--- src/hw/rtl/crlf_pkg.sv ---
package crlf_pkg;

    localparam logic [7:0] CH_CR      = 8'h0d;
    localparam logic [7:0] CH_LF      = 8'h0a;
    localparam logic [7:0] CH_SP      = 8'h20;
    localparam logic [7:0] CH_TAB     = 8'h09;
    localparam logic [7:0] CH_COLON   = 8'h3a;
    localparam logic [7:0] CH_PCT     = 8'h25;
    localparam logic [7:0] CH_ZERO    = 8'h30;
    localparam logic [7:0] CH_ONE     = 8'h31;
    localparam logic [7:0] CH_DOT     = 8'h2e;
    localparam logic [7:0] CH_SLASH   = 8'h2f;
    localparam logic [7:0] CH_DASH    = 8'h2d;
    localparam logic [7:0] CH_UNDER   = 8'h5f;
    localparam logic [7:0] CH_LOW_A   = 8'h61;
    localparam logic [7:0] CH_LOW_D   = 8'h64;
    localparam logic [7:0] CH_LOW_H   = 8'h68;
    localparam logic [7:0] CH_LOW_P   = 8'h70;
    localparam logic [7:0] CH_LOW_T   = 8'h74;
    localparam logic [7:0] CASE_BIT   = 8'h20;

    // offsets in the header tracker stay below SKIP_REACH + 2 <= 66
    localparam int OFF_W = 7;

    // number of history cells behind the newest byte
    localparam int NUM_CELLS = 8;

    typedef struct packed {
        logic [7:0] data;
        logic       vld;
        logic       elig;
    } cell_t;

    function automatic logic is_alpha(input logic [7:0] c);
        is_alpha = ((c | CASE_BIT) >= CH_LOW_A) && ((c | CASE_BIT) <= 8'h7a);
    endfunction

    function automatic logic is_name_char(input logic [7:0] c);
        is_name_char = is_alpha(c) || (c >= CH_ZERO && c <= 8'h39) ||
                       c == CH_DASH || c == CH_UNDER;
    endfunction

endpackage

--- src/hw/rtl/crlf_header_injection_scan.sv ---
// Response-splitting scanner. Takes one string byte per clock while s_ready
// is high and, on the byte flagged last, returns one detected flag. Matching
// is streaming over a row of eight byte cells plus a small header tracker,
// so one transaction can be accepted every clock while the result register
// is free or being drained. Bytes past MAX_SCAN plus the lookahead span are
// not inspected; the verdict still arrives on the last byte.
module crlf_header_injection_scan
    import crlf_pkg::*;
#(
    parameter int MAX_SCAN     = 4096,
    parameter int SKIP_REACH   = 64,
    parameter int HEADER_REACH = 30
) (
    input  logic       aclk,
    input  logic       aresetn,
    input  logic       s_valid,
    output logic       s_ready,
    input  logic [7:0] s_data_byte,
    input  logic       s_last,
    output logic       m_valid,
    input  logic       m_ready,
    output logic       m_detected
);

    localparam int LOOK_RAW  = SKIP_REACH + HEADER_REACH - 2;
    localparam int LOOKAHEAD = (LOOK_RAW > 6) ? LOOK_RAW : 6;
    localparam int CAP       = MAX_SCAN + LOOKAHEAD;
    localparam int POS_W     = $clog2(CAP + 1);

    logic [POS_W-1:0] pos_reg;
    logic             hit_reg;
    logic             m_valid_reg;
    logic             m_detected_reg;

    logic  s_fire, stored, elig, shift_en;
    logic  hit_pct, hit_crlf_http, hit_ver, hit_hdr, hit_now;
    cell_t w [NUM_CELLS+1];

    assign s_ready  = !m_valid_reg || m_ready;
    assign s_fire   = s_valid && s_ready;
    assign stored   = pos_reg < POS_W'(CAP);
    assign elig     = pos_reg < POS_W'(MAX_SCAN);
    assign shift_en = s_fire && stored;

    assign w[0] = '{data: s_data_byte, vld: 1'b1, elig: elig};

    for (genvar k = 0; k < NUM_CELLS; k++) begin : g_cell
        crlf_cell u_cell (
            .aclk     (aclk),
            .aresetn  (aresetn),
            .shift_en (shift_en),
            .clear    (s_fire && s_last),
            .cell_in  (w[k]),
            .cell_out (w[k+1])
        );
    end

    crlf_hdr #(
        .SKIP_REACH   (SKIP_REACH),
        .HEADER_REACH (HEADER_REACH)
    ) u_hdr (
        .aclk    (aclk),
        .aresetn (aresetn),
        .en      (s_fire),
        .clear   (s_last),
        .data    (s_data_byte),
        .lf_elig (elig),
        .prev    (w[1]),
        .hit     (hit_hdr)
    );

    // "%0d" / "%0a"
    assign hit_pct = w[2].vld && w[2].elig && w[2].data == CH_PCT && w[1].data == CH_ZERO &&
                     ((w[0].data | CASE_BIT) == CH_LOW_D || (w[0].data | CASE_BIT) == CH_LOW_A);

    // CR LF http/ (the "h" must lie inside the skip reach)
    assign hit_crlf_http = (SKIP_REACH > 2) &&
                           w[6].vld && w[6].elig && w[6].data == CH_CR && w[5].data == CH_LF &&
                           (w[4].data | CASE_BIT) == CH_LOW_H &&
                           (w[3].data | CASE_BIT) == CH_LOW_T &&
                           (w[2].data | CASE_BIT) == CH_LOW_T &&
                           (w[1].data | CASE_BIT) == CH_LOW_P && w[0].data == CH_SLASH;

    // http/[01]. at string start or after CR, LF or "%0"
    assign hit_ver = w[6].vld && w[6].elig &&
                     (w[6].data | CASE_BIT) == CH_LOW_H && (w[5].data | CASE_BIT) == CH_LOW_T &&
                     (w[4].data | CASE_BIT) == CH_LOW_T && (w[3].data | CASE_BIT) == CH_LOW_P &&
                     w[2].data == CH_SLASH &&
                     (w[1].data == CH_ZERO || w[1].data == CH_ONE) && w[0].data == CH_DOT &&
                     (!w[7].vld || w[7].data == CH_CR || w[7].data == CH_LF ||
                      (w[8].vld && w[8].data == CH_PCT && w[7].data == CH_ZERO));

    assign hit_now = stored && (hit_pct || hit_crlf_http || hit_ver || hit_hdr);

    always_ff @(posedge aclk) begin
        if (!aresetn) begin
            pos_reg     <= '0;
            hit_reg     <= 1'b0;
            m_valid_reg <= 1'b0;
        end else begin
            if (m_valid_reg && m_ready) begin
                m_valid_reg <= 1'b0;
            end
            if (s_fire) begin
                if (s_last) begin
                    pos_reg        <= '0;
                    hit_reg        <= 1'b0;
                    m_valid_reg    <= 1'b1;
                    m_detected_reg <= hit_reg || hit_now;
                end else begin
                    if (stored) begin
                        pos_reg <= pos_reg + POS_W'(1);
                    end
                    hit_reg <= hit_reg || hit_now;
                end
            end
        end
    end

    assign m_valid    = m_valid_reg;
    assign m_detected = m_detected_reg;

    a_pos_cleared: assert property (@(posedge aclk) disable iff (!aresetn)
        s_fire && s_last |=> pos_reg == '0 && !hit_reg)
        else $error("position or hit not cleared after verdict");

    a_stall_only_full: assert property (@(posedge aclk) disable iff (!aresetn)
        !s_ready |-> m_valid_reg)
        else $error("input stalled with empty result register");

    a_verdict_loaded: assert property (@(posedge aclk) disable iff (!aresetn)
        s_fire && s_last |=> m_valid_reg)
        else $error("verdict not presented after last byte");

    a_pos_bounded: assert property (@(posedge aclk) disable iff (!aresetn)
        pos_reg <= POS_W'(CAP))
        else $error("byte position beyond cap");

endmodule

--- src/hw/rtl/crlf_cell.sv ---
module crlf_cell
    import crlf_pkg::*;
(
    input  logic  aclk,
    input  logic  aresetn,
    input  logic  shift_en,
    input  logic  clear,
    input  cell_t cell_in,
    output cell_t cell_out
);

    logic [7:0] data_reg;
    logic       vld_reg;
    logic       elig_reg;

    always_ff @(posedge aclk) begin
        if (!aresetn) begin
            vld_reg  <= 1'b0;
            elig_reg <= 1'b0;
        end else if (clear) begin
            vld_reg  <= 1'b0;
            elig_reg <= 1'b0;
        end else if (shift_en) begin
            vld_reg  <= cell_in.vld;
            elig_reg <= cell_in.elig;
        end
    end

    always_ff @(posedge aclk) begin
        if (shift_en) begin
            data_reg <= cell_in.data;
        end
    end

    assign cell_out = '{data: data_reg, vld: vld_reg, elig: elig_reg};

endmodule

--- src/hw/rtl/crlf_hdr.sv ---
module crlf_hdr
    import crlf_pkg::*;
#(
    parameter int SKIP_REACH   = 64,
    parameter int HEADER_REACH = 30
) (
    input  logic       aclk,
    input  logic       aresetn,
    input  logic       en,
    input  logic       clear,
    input  logic [7:0] data,
    input  logic       lf_elig,
    input  cell_t      prev,
    output logic       hit
);

    typedef enum logic [1:0] {ST_IDLE, ST_BLANK, ST_NAME} state_t;

    state_t           state_reg, state_next;
    logic [OFF_W-1:0] off_reg, off_next;
    logic             strict_reg, strict_next;
    logic             cr_elig;

    assign cr_elig = prev.vld && prev.elig && prev.data == CH_CR;

    always_comb begin
        state_next  = state_reg;
        off_next    = off_reg;
        strict_next = strict_reg;
        hit         = 1'b0;
        if (data == CH_LF) begin
            // lone LF wins over CR LF: its skip limit is one further
            state_next  = (lf_elig || cr_elig) ? ST_BLANK : ST_IDLE;
            strict_next = !lf_elig;
            off_next    = OFF_W'(1);
        end else begin
            case (state_reg)
                ST_BLANK: begin
                    if (int'(off_reg) + int'(strict_reg) >= SKIP_REACH) begin
                        state_next = ST_IDLE;
                    end else if (data == CH_SP || data == CH_TAB) begin
                        off_next = off_reg + OFF_W'(1);
                    end else if (is_alpha(data)) begin
                        state_next = ST_NAME;
                        off_next   = OFF_W'(1);
                    end else begin
                        state_next = ST_IDLE;
                    end
                end
                ST_NAME: begin
                    if (int'(off_reg) >= HEADER_REACH) begin
                        state_next = ST_IDLE;
                    end else if (data == CH_COLON) begin
                        hit        = 1'b1;
                        state_next = ST_IDLE;
                    end else if (is_name_char(data)) begin
                        off_next = off_reg + OFF_W'(1);
                    end else begin
                        state_next = ST_IDLE;
                    end
                end
                default: state_next = ST_IDLE;
            endcase
        end
    end

    always_ff @(posedge aclk) begin
        if (!aresetn) begin
            state_reg  <= ST_IDLE;
            off_reg    <= '0;
            strict_reg <= 1'b0;
        end else if (en && clear) begin
            state_reg <= ST_IDLE;
        end else if (en) begin
            state_reg  <= state_next;
            off_reg    <= off_next;
            strict_reg <= strict_next;
        end
    end

endmodule
--- config.mk ---
export PLATFORM = sky130hd
export DESIGN_NAME = crlf_header_injection_scan
export DESIGN_NICKNAME = d
export VERILOG_FILES = /design/src/hw/rtl/crlf_pkg.sv /design/src/hw/rtl/crlf_header_injection_scan.sv /design/src/hw/rtl/crlf_cell.sv /design/src/hw/rtl/crlf_hdr.sv
export SDC_FILE = /design/constraint.sdc
export NUM_CORES = 1
export LEC_CHECK = 0
export BUFFER_PORTS_ARGS = -buffer_cell sky130_fd_sc_hd__buf_4
export CELL_PAD_IN_SITES_DETAIL_PLACEMENT = 1
export CELL_PAD_IN_SITES_GLOBAL_PLACEMENT = 1
export CORE_MARGIN = 2
export CORE_UTILIZATION = 56
export CTS_BUF_LIST = sky130_fd_sc_hd__clkbuf_8
export CTS_CLUSTER_DIAMETER = 50
export DETAILED_ROUTE_END_ITERATION = 16
export PLACE_DENSITY_LB_ADDON = 0.1
export SLEW_MARGIN = 20
export SYNTH_ARGS = -nofsm -noshare
export SYNTH_HDL_FRONTEND = slang
export SYNTH_SLANG_ARGS = --single-unit
--- constraint.sdc ---
create_clock -name aclk -period 6.3 [get_ports aclk]
set_input_delay 0 -clock aclk [delete_from_list [all_inputs] [get_ports aclk]]
set_output_delay 0 -clock aclk [all_outputs]
set_load 0.005 [all_outputs]
==> flow_summary.html, run 1 <==
<table>
<tr><th>Metric</th><th>Value</th></tr>
<tr><th colspan="2">Route</th></tr>
<tr><td>DRC violation count after routing</td><td>0</td></tr>
<tr><td>Vias per inst</td><td>6.14</td></tr>
<tr><td>First-pass DRT Iterations</td><td>4</td></tr>
<tr><td>Vias after detailed routing</td><td>3,088</td></tr>
<tr><td>Routed wire length</td><td>9.88 mm</td></tr>
<tr><td>Drt wl/cell</td><td>between 15 and 20 um</td></tr>
<tr><td>Number of antenna-violating nets in the routed design</td><td>0</td></tr>
<tr><td>DRC violation total after the first TritonRoute iteration</td><td>167</td></tr>
<tr><th colspan="2">CTS</th></tr>
<tr><td>Number of levels the H-tree was split into</td><td>3</td></tr>
<tr><td>Number of buffers created by CTS</td><td>9</td></tr>
<tr><td>Buffer levels on the longest clock path</td><td>2</td></tr>
<tr><td>Setup repair bufs after CTS</td><td>0</td></tr>
<tr><td>Clk sinks</td><td>104</td></tr>
<tr><td>Root buf cell</td><td>sky130_fd_sc_hd__clkbuf_8</td></tr>
<tr><td>Clock latency of the later-clocked register in the worst-skew pair</td><td>between 0.3 and 0.4 ns</td></tr>
<tr><td>Total of cells resized after clock tree synthesis</td><td>0</td></tr>
<tr><td>Hold-fix buffers at CTS</td><td>11</td></tr>
<tr><td>Clock slew at reported path FFs</td><td>around 0.11 ns</td></tr>
<tr><td>CTS tree</td><td>done</td></tr>
<tr><th colspan="2">Power and ir drop</th></tr>
<tr><td>Sequential share of power</td><td>0.628</td></tr>
<tr><td>Total power divided by cell area</td><td>255 mW/mm2</td></tr>
<tr><td>Maximum VDD drop</td><td>0.167 mV</td></tr>
<tr><td>Overall Power</td><td>1240 uW</td></tr>
<tr><td>Leak pwr</td><td>around 0.0016 uW</td></tr>
<tr><td>Internal power</td><td>roughly 930 uW</td></tr>
<tr><td>Net switching component of the power</td><td>between 300 and 400 uW</td></tr>
<tr><td>Relative contribution of the clock network to total power</td><td>0.322</td></tr>
<tr><td>Part of the total power dissipated in combinational logic</td><td>0.050</td></tr>
<tr><td>Switch share</td><td>0.248</td></tr>
<tr><th colspan="2">Logic synthesis</th></tr>
<tr><td>Synthesized netlist net count</td><td>391</td></tr>
<tr><td>Distinct cells, synth</td><td>56</td></tr>
<tr><td>Post-synth top flop</td><td>sky130_fd_sc_hd__edfxtp_1</td></tr>
<tr><td>Count of flip-flops with a built-in enable after synthesis</td><td>65</td></tr>
<tr><td>Post-synthesis instance total</td><td>371</td></tr>
<tr><td>Post-synthesis instance area</td><td>0.00436 mm2</td></tr>
<tr><td>Sequential-to-total area share from yosys stat</td><td>0.626</td></tr>
<tr><td>Mean post-synth cell area</td><td>11.8 um2</td></tr>
<tr><td>Share of synthesized registers carrying an async set or reset</td><td>0</td></tr>
<tr><td>Count of warnings emitted by yosys</td><td>0</td></tr>
<tr><td>Number of synthesized register bits</td><td>104</td></tr>
<tr><th colspan="2">Timing</th></tr>
<tr><td>Total setup violations reported at the end of the flow</td><td>0</td></tr>
<tr><td>Total negative setup slack</td><td>0 ns</td></tr>
<tr><td>Measured slew at the worst slew-check pin</td><td>0.794 ns</td></tr>
<tr><td>Max Slew Vio Count</td><td>0</td></tr>
<tr><td>Slew HR</td><td>0.470</td></tr>
<tr><td>Final period utilization</td><td>0.560</td></tr>
<tr><td>Final worst path period need</td><td>approximately 3.5 ns</td></tr>
<tr><td>RSZ-0062 raised after global routing</td><td>no</td></tr>
<tr><td>Final Hold Fails</td><td>0</td></tr>
<tr><td>Final setup skew</td><td>0.0111 ns</td></tr>
<tr><td>Maximum frequency from static timing analysis</td><td>approximately 280 MHz</td></tr>
<tr><th colspan="2">GRT</th></tr>
<tr><td>Overall fraction of global-route tracks in use</td><td>0.246</td></tr>
<tr><td>Pin count of the biggest net entering global routing</td><td>44</td></tr>
<tr><td>Global-route track usage on met1</td><td>0.325</td></tr>
<tr><td>GRT met3 Usage</td><td>0.0394</td></tr>
<tr><td>Wire length of the first global-routing pass</td><td>between 15 and 20 mm</td></tr>
<tr><td>Grt total ovfl</td><td>0</td></tr>
<tr><td>Via count of the first global-routing pass</td><td>3,224</td></tr>
<tr><td>Met2 track demand over resource in global routing</td><td>0.425</td></tr>
<tr><td>GRT Max-Usage Layer</td><td>met2</td></tr>
<tr><td>Initial antenna violation count</td><td>0</td></tr>
<tr><th colspan="2">Floorplanning</th></tr>
<tr><td>Die boundary width</td><td>roughly 90 um</td></tr>
<tr><td>Starting density of the core</td><td>0.571</td></tr>
<tr><td>Ports</td><td>16</td></tr>
<tr><td>Die height</td><td>92.3 um</td></tr>
<tr><td>Placeable core region</td><td>0.00765 mm2</td></tr>
<tr><td>Die area</td><td>between 0.008 and 0.009 mm2</td></tr>
<tr><td>Cell row count</td><td>32</td></tr>
<tr><th colspan="2">Critical path</th></tr>
<tr><td>Master of the slowest instance on the critical path</td><td>sky130_fd_sc_hd__inv_2</td></tr>
<tr><td>Worst reg-to-reg path cell count</td><td>9</td></tr>
<tr><td>Critical path launch point type</td><td>register</td></tr>
<tr><td>Slowest Stage Delay on Critical Path</td><td>0.73 ns</td></tr>
<tr><td>Critical path data required time</td><td>6.54 ns</td></tr>
<tr><td>Most frequent CP cell</td><td>sky130_fd_sc_hd__nand2_1</td></tr>
<tr><td>Crit Path Category</td><td>register to register</td></tr>
<tr><td>Max Fanout on Critical Path</td><td>43</td></tr>
<tr><td>FF-to-FF Start</td><td>pos_reg[7]</td></tr>
<tr><td>Reg2Reg Setup Slack</td><td>2.77 ns</td></tr>
<tr><td>Arrival time at the worst endpoint</td><td>3.77 ns</td></tr>
<tr><td>Crit Reg-Reg Endpoint</td><td>pos_reg[3]</td></tr>
<tr><td>Crit. End Element</td><td>register</td></tr>
<tr><td>Crit path cell chain</td><td>or4_1 -&gt; a211o_1 -&gt; nand2_1 -&gt; nand2_1 -&gt; inv_2 -&gt; buf_4 -&gt; nand4_1 -&gt; xor2_1 -&gt; nor2_1</td></tr>
<tr><th colspan="2">Cells and area</th></tr>
<tr><td>Summed area of non-filler cells in the final layout</td><td>~0.0049 mm2</td></tr>
<tr><td>Synthesis-to-finish area growth</td><td>11.3%</td></tr>
<tr><td>Multi-input gate area in the final layout</td><td>about 0.0015 mm2</td></tr>
<tr><td>Ant. Diodes</td><td>0</td></tr>
<tr><td>Total Nets Final</td><td>approximately 420</td></tr>
<tr><td>Fraction of layout instances using a drive strength above 1</td><td>0.0973</td></tr>
<tr><td>Reg area</td><td>between 0.002 and 0.003 mm2</td></tr>
<tr><td>Leading cell types in the layout, fill and taps excluded</td><td>sky130_fd_sc_hd__edfxtp_1 (65), sky130_fd_sc_hd__nand2_1 (46), sky130_fd_sc_hd__dfxtp_1 (39), sky130_fd_sc_hd__nor2_1 (25), sky130_fd_sc_hd__a21oi_1 (24)</td></tr>
<tr><td>Number of non-filler instances in the completed layout</td><td>about 500</td></tr>
<tr><td>Fill cell instance count of the final layout</td><td>a little under 800</td></tr>
<tr><td>Max reg flops</td><td>64</td></tr>
<tr><td>Commonest non-fill, non-tap cell in the layout</td><td>sky130_fd_sc_hd__edfxtp_1</td></tr>
<tr><th colspan="2">Job</th></tr>
<tr><td>Maxcap violations</td><td>0</td></tr>
<tr><th colspan="2">Min path</th></tr>
<tr><td>Hold Crit Endpoint</td><td>m_valid</td></tr>
<tr><td>Hold/Removal Path Class</td><td>primary input to register</td></tr>
<tr><td>Hold_sp</td><td>m_ready</td></tr>
<tr><td>Hold path cells</td><td>3</td></tr>
<tr><th colspan="2">Placed design</th></tr>
<tr><td>Placed cell count</td><td>~480</td></tr>
<tr><td>Number of buffers inserted by port buffering</td><td>15</td></tr>
<tr><td>Instance area after placement</td><td>0.00456 mm2</td></tr>
<tr><td>Final estimated routing congestion in global placement</td><td>0.805</td></tr>
<tr><td>Post-detail-place hpwl</td><td>6.63 mm</td></tr>
<tr><th colspan="2">Outcome</th></tr>
<tr><td>Status</td><td>finished, final reports clean</td></tr>
</table>
-- worst max-delay path: cells and delay by family (launching register included) --
kind                   cells  cell delay [ns]
AND/OR/NAND/NOR            5             1.24
AO/OA/AOI/OAI              1             0.32
flip-flops                 1             0.34
buffers and inverters      2             1.29
XOR/XNOR                   1             0.17
-- cell families (layout without fill, tap and decap cells) --
family | after synthesis | after routing | synth area share
xor+xnor | 10 | 10 | 0.0201
fa+ha+maj | 7 | 7 | 0.0201
simple gates | 164 | 164 | 0.213
mux | 1 | 1 | 0.00229
compound gates | 64 | 64 | 0.0963
buf+inv | 21 | 51 | 0.0218
flops | 104 | 104 | 0.626
-- power by group through the flow --
| stage | sequential [uW] | combinational (uW) | clock, uW |
|---|---|---|---|
| 2_1_floorplan | 785 | 34.8 | 0 |
| 3_5_place_dp | 794 | 56.0 | 0 |
| 4_1_cts | 778 | 62.0 | 406 |
| 6_report | 778 | 62.2 | 400 |
| 3_3_place_gp | 790 | 53.2 | 0 |
| 5_1_grt | 781 | 68.4 | 428 |
-- final cells by class --
class | count | area share
timing repair buffer | 27 | 0.0474
inverter | 8 | 0.00618
clock buffer | 9 | 0.0255
clock inverter | 7 | 0.0131
sequential | 104 | 0.563
multi-input combinational | 246 | 0.319
tap | 102 | 0.0263
-- through the flow --
stage / hold WS, ns / worst slack [ns] / util
floorplan: 0.0989 / 2.22 / -
global placement: 0.233 / 2.95 / 0.595
detailed placement: 0.242 / 2.80 / 0.596
CTS: 0.0200 / 2.72 / 0.635
global route: 0.0644 / 2.52 / 0.635
finish: 0.0246 / 2.77 / 0.635
-- synth_stat cells, drive strengths merged, types with 6 or more instances --
cell type / number / area, um2
or4: 6 / 48.8
nor4: 9 / 56.3
or3: 7 / 43.8
nand4: 11 / 68.8
o21ai: 9 / 45.0
a21oi: 24 / 120
nand4b: 6 / 52.6
dfxtp: 39 / 781
ha: 7 / 87.6
nor4bb: 6 / 60.1
xor2: 10 / 87.6
clkbuf: 10 / 37.5
nor2: 25 / 93.8
inv: 8 / 30.0
nand3: 11 / 55.1
nand2: 46 / 173
edfxtp: 65 / 1950
-- per-layer routing --
layer | share of wire | wire, um
met1 | 0.45 | 4460
met2 | 0.51 | 5020
met3 | 0.034 | 331
met4 | 0.0073 | 72
met5 | 0 | 0
-- worst max path at each step --
stage	endpoint	startpoint	cells after the start	slack (ns)
final	pos_reg[3]	pos_reg[7]	9	2.77
after global routing	pos_reg[3]	pos_reg[7]	9	2.52
after CTS	pos_reg[3]	pos_reg[7]	9	2.72
after detailed placement	pos_reg[3]	pos_reg[7]	9	2.80
after global placement	pos_reg[3]	pos_reg[7]	9	2.95
after floorplan	g_cell[0].u_cell.data_reg[0]	pos_reg[8]	7	2.22
Power figures use the tool's default switching activity.
==> inputs of run 2 (changes only) <==
--- a/config.mk
+++ b/config.mk
@@ -9,7 +9,7 @@
 export CELL_PAD_IN_SITES_DETAIL_PLACEMENT = 1
 export CELL_PAD_IN_SITES_GLOBAL_PLACEMENT = 1
 export CORE_MARGIN = 2
-export CORE_UTILIZATION = 56
+export CORE_UTILIZATION = 47
 export CTS_BUF_LIST = sky130_fd_sc_hd__clkbuf_8
 export CTS_CLUSTER_DIAMETER = 50
 export DETAILED_ROUTE_END_ITERATION = 16
==> constraint.sdc (replaced) <==
create_clock -name aclk -period 3.1 [get_ports aclk]
set_input_delay 0 -clock aclk [delete_from_list [all_inputs] [get_ports aclk]]
set_output_delay 0 -clock aclk [all_outputs]
set_load 0.005 [all_outputs]
==> flow_summary.html, run 2 (synthesis results as in run 1) <==
<table>
<tr><th>Metric</th><th>Value</th></tr>
<tr><th colspan="2">Placed design</th></tr>
<tr><td>Number of buffers inserted by port buffering</td><td>15 (unchanged)</td></tr>
<tr><td>Placed cell count</td><td>488 (+2.5%)</td></tr>
<tr><td>Instance area after placement</td><td>0.00461 mm2 (+1.1%)</td></tr>
<tr><td>Final estimated routing congestion in global placement</td><td>0.793 (-1.6%)</td></tr>
<tr><td>Post-detail-place hpwl</td><td>6.47 mm (-2.4%)</td></tr>
<tr><th colspan="2">CTS</th></tr>
<tr><td>Clock slew at reported path FFs</td><td>0.11 ns (about the same)</td></tr>
<tr><td>Root buf cell</td><td>sky130_fd_sc_hd__clkbuf_8</td></tr>
<tr><td>CTS tree</td><td>done</td></tr>
<tr><td>Buffer levels on the longest clock path</td><td>2 (unchanged)</td></tr>
<tr><td>Number of buffers created by CTS</td><td>9 (unchanged)</td></tr>
<tr><td>Setup repair bufs after CTS</td><td>0 (unchanged)</td></tr>
<tr><td>Clk sinks</td><td>104 (unchanged)</td></tr>
<tr><td>Number of levels the H-tree was split into</td><td>3 (unchanged)</td></tr>
<tr><td>Clock latency of the later-clocked register in the worst-skew pair</td><td>0.37 ns (about the same)</td></tr>
<tr><th colspan="2">GRT</th></tr>
<tr><td>Grt total ovfl</td><td>0 (unchanged)</td></tr>
<tr><td>Wire length of the first global-routing pass</td><td>15.8 mm (-2.0%)</td></tr>
<tr><td>Initial antenna violation count</td><td>0 (unchanged)</td></tr>
<tr><td>Via count of the first global-routing pass</td><td>3,004 (-6.8%)</td></tr>
<tr><td>Overall fraction of global-route tracks in use</td><td>0.203 (-0.0432)</td></tr>
<tr><td>Pin count of the biggest net entering global routing</td><td>33 (-25%)</td></tr>
<tr><th colspan="2">Route</th></tr>
<tr><td>Number of antenna-violating nets in the routed design</td><td>0 (unchanged)</td></tr>
<tr><td>DRC violation total after the first TritonRoute iteration</td><td>117 (-30%)</td></tr>
<tr><td>First-pass DRT Iterations</td><td>4 (unchanged)</td></tr>
<tr><td>Drt wl/cell</td><td>18.3 um (-6.6%)</td></tr>
<tr><td>Vias per inst</td><td>5.82 (-5.1%)</td></tr>
<tr><td>DRC violation count after routing</td><td>0 (unchanged)</td></tr>
<tr><td>Vias after detailed routing</td><td>2,999 (-2.9%)</td></tr>
<tr><td>Routed wire length</td><td>9.44 mm (-4.4%)</td></tr>
<tr><th colspan="2">Floorplanning</th></tr>
<tr><td>Starting density of the core</td><td>0.479 (-0.0916)</td></tr>
<tr><td>Ports</td><td>16 (unchanged)</td></tr>
<tr><td>Die boundary width</td><td>100 um (+8.8%)</td></tr>
<tr><td>Cell row count</td><td>35 (+9.4%)</td></tr>
<tr><td>Die area</td><td>0.0101 mm2 (+18%)</td></tr>
<tr><td>Placeable core region</td><td>0.00911 mm2 (+19%)</td></tr>
<tr><td>Die height</td><td>100 um (+8.8%)</td></tr>
<tr><th colspan="2">Cells and area</th></tr>
<tr><td>Ant. Diodes</td><td>0 (unchanged)</td></tr>
<tr><td>Total Nets Final</td><td>419 (+0.72%)</td></tr>
<tr><td>Leading cell types in the layout, fill and taps excluded</td><td>sky130_fd_sc_hd__edfxtp_1 (65), sky130_fd_sc_hd__nand2_1 (46), sky130_fd_sc_hd__dfxtp_1 (39), sky130_fd_sc_hd__nor2_1 (25), sky130_fd_sc_hd__a21oi_1 (24)</td></tr>
<tr><td>Fraction of layout instances using a drive strength above 1</td><td>0.104 (+0.00670)</td></tr>
<tr><td>Summed area of non-filler cells in the final layout</td><td>0.00491 mm2 (+1.2%)</td></tr>
<tr><td>Number of non-filler instances in the completed layout</td><td>515 (+2.4%)</td></tr>
<tr><td>Synthesis-to-finish area growth</td><td>12.6%</td></tr>
<tr><td>Max reg flops</td><td>64 (unchanged)</td></tr>
<tr><td>Commonest non-fill, non-tap cell in the layout</td><td>sky130_fd_sc_hd__edfxtp_1</td></tr>
<tr><th colspan="2">Power and ir drop</th></tr>
<tr><td>Total power divided by cell area</td><td>519 mW/mm2 (+100%)</td></tr>
<tr><td>Maximum VDD drop</td><td>0.308 mV (+85%)</td></tr>
<tr><td>Internal power</td><td>1910 uW (+100%)</td></tr>
<tr><td>Relative contribution of the clock network to total power</td><td>0.329 (+0.007)</td></tr>
<tr><td>Leak pwr</td><td>0.00164 uW (+2.0%)</td></tr>
<tr><td>Switch share</td><td>0.251 (+0.00325)</td></tr>
<tr><td>Net switching component of the power</td><td>639 uW (+110%)</td></tr>
<tr><td>Sequential share of power</td><td>0.619 (-0.009)</td></tr>
<tr><td>Overall Power</td><td>2550 uW (+110%)</td></tr>
<tr><td>Part of the total power dissipated in combinational logic</td><td>0.052 (+0.002)</td></tr>
<tr><th colspan="2">Min path</th></tr>
<tr><td>Hold_sp</td><td>m_ready</td></tr>
<tr><td>Hold/Removal Path Class</td><td>primary input to register</td></tr>
<tr><th colspan="2">Critical path</th></tr>
<tr><td>Max Fanout on Critical Path</td><td>10 (-77%)</td></tr>
<tr><td>Critical path data required time</td><td>3.40 ns (-3.14 ns)</td></tr>
<tr><td>FF-to-FF Start</td><td>u_hdr.off_reg[0]</td></tr>
<tr><td>Crit Path Category</td><td>primary input to register</td></tr>
<tr><td>Launch point of the critical path</td><td>s_data_byte[0]</td></tr>
<tr><td>Arrival time at the worst endpoint</td><td>2.80 ns (-0.97 ns)</td></tr>
<tr><td>Critical path launch point type</td><td>primary input</td></tr>
<tr><td>Crit. End Element</td><td>register</td></tr>
<tr><th colspan="2">Timing</th></tr>
<tr><td>Maximum frequency from static timing analysis</td><td>399 MHz</td></tr>
<tr><td>Total negative setup slack</td><td>0 ns (unchanged)</td></tr>
<tr><td>Total setup violations reported at the end of the flow</td><td>0 (unchanged)</td></tr>
<tr><td>Final period utilization</td><td>0.808</td></tr>
<tr><td>Max Slew Vio Count</td><td>0 (unchanged)</td></tr>
<tr><td>Final setup skew</td><td>0.0130 ns (+0.00192 ns)</td></tr>
<tr><td>RSZ-0062 raised after global routing</td><td>no</td></tr>
<tr><td>Final Hold Fails</td><td>0 (unchanged)</td></tr>
<tr><td>Final-layout worst hold slack</td><td>0.0245 ns (-0.000122 ns)</td></tr>
<tr><td>Final worst path period need</td><td>2.50 ns</td></tr>
<tr><td>Measured slew at the worst slew-check pin</td><td>0.659 ns (-0.135 ns)</td></tr>
<tr><td>Slew HR</td><td>0.561 (+0.0908)</td></tr>
<tr><th colspan="2">Job</th></tr>
<tr><td>Maxcap violations</td><td>0 (unchanged)</td></tr>
<tr><th colspan="2">Outcome</th></tr>
<tr><td>Status</td><td>finished, final reports clean</td></tr>
</table>
-- run 2: power by group through the flow --
| stage | Sequential, uW | Clock (uW) | Combinational (uW) |
|---|---|---|---|
| after global placement | 1610 | 0 | 118 |
| final | 1580 | 838 | 133 |
| after global routing | 1590 | 916 | 147 |
| after floorplan | 1590 | 0 | 70.8 |
| after detailed placement | 1610 | 0 | 122 |
| after CTS | 1580 | 866 | 133 |
-- run 2: final timing paths --
| kind | to | slack, ns | cells after the start |
|---|---|---|---|
| max | u_hdr.off_reg[5] | 0.60 | 8 |
| min | m_valid | 0.02 | 3 |
| max reg2reg | u_hdr.off_reg[5] | 0.64 | 8 |
| min reg2reg | g_cell[4].u_cell.data_reg[5] | 0.44 | 0 |
-- run 2: cell type report --
cell class | count | area (um2)
Fill cell | 953 | 4200
Sequential cell | 104 | 2730
Multi-Input combinational cell | 246 | 1540
Timing Repair Buffer | 30 | 278
Tap cell | 111 | 139
Clock buffer | 9 | 124
Clock inverter | 7 | 68.8
Inverter | 8 | 30.0
-- run 2: worst max-delay path, stage by stage --
cell and delay, ns:
sky130_fd_sc_hd__dlygate4sd3_1 0.53, sky130_fd_sc_hd__buf_4 0.17, sky130_fd_sc_hd__or3b_1 0.39, sky130_fd_sc_hd__a211oi_2 0.35, sky130_fd_sc_hd__a211oi_1 0.09, sky130_fd_sc_hd__a2111o_1 0.54
sky130_fd_sc_hd__or4_4 0.55, sky130_fd_sc_hd__o22ai_1 0.17
-- run 2: per-layer routing --
metal  routed length [um]  vias to the layer above  GRT usage
met5                    0                        -          0
met4                  104                        0     0.0453
met3                  238                        8     0.0501
met2                 4400                       40      0.314
met1                 4700                     1489      0.291
li1                     -                     1462          -
-- run 2: repair_timing --
| item | CTS | global route |
|---|---|---|
| hold endpoints to repair | 14 | 0 |
| resized for setup | 0 | 0 |
| hold buffers | 11 | 0 |
-- run 2: metrics by stage --
step / setup slack, ns / util
2_1_floorplan: 0.0478 / -
3_3_place_gp: 0.733 / 0.506
3_5_place_dp: 0.651 / 0.506
4_1_cts: 0.621 / 0.539
5_1_grt: 0.467 / 0.539
6_report: 0.596 / 0.539
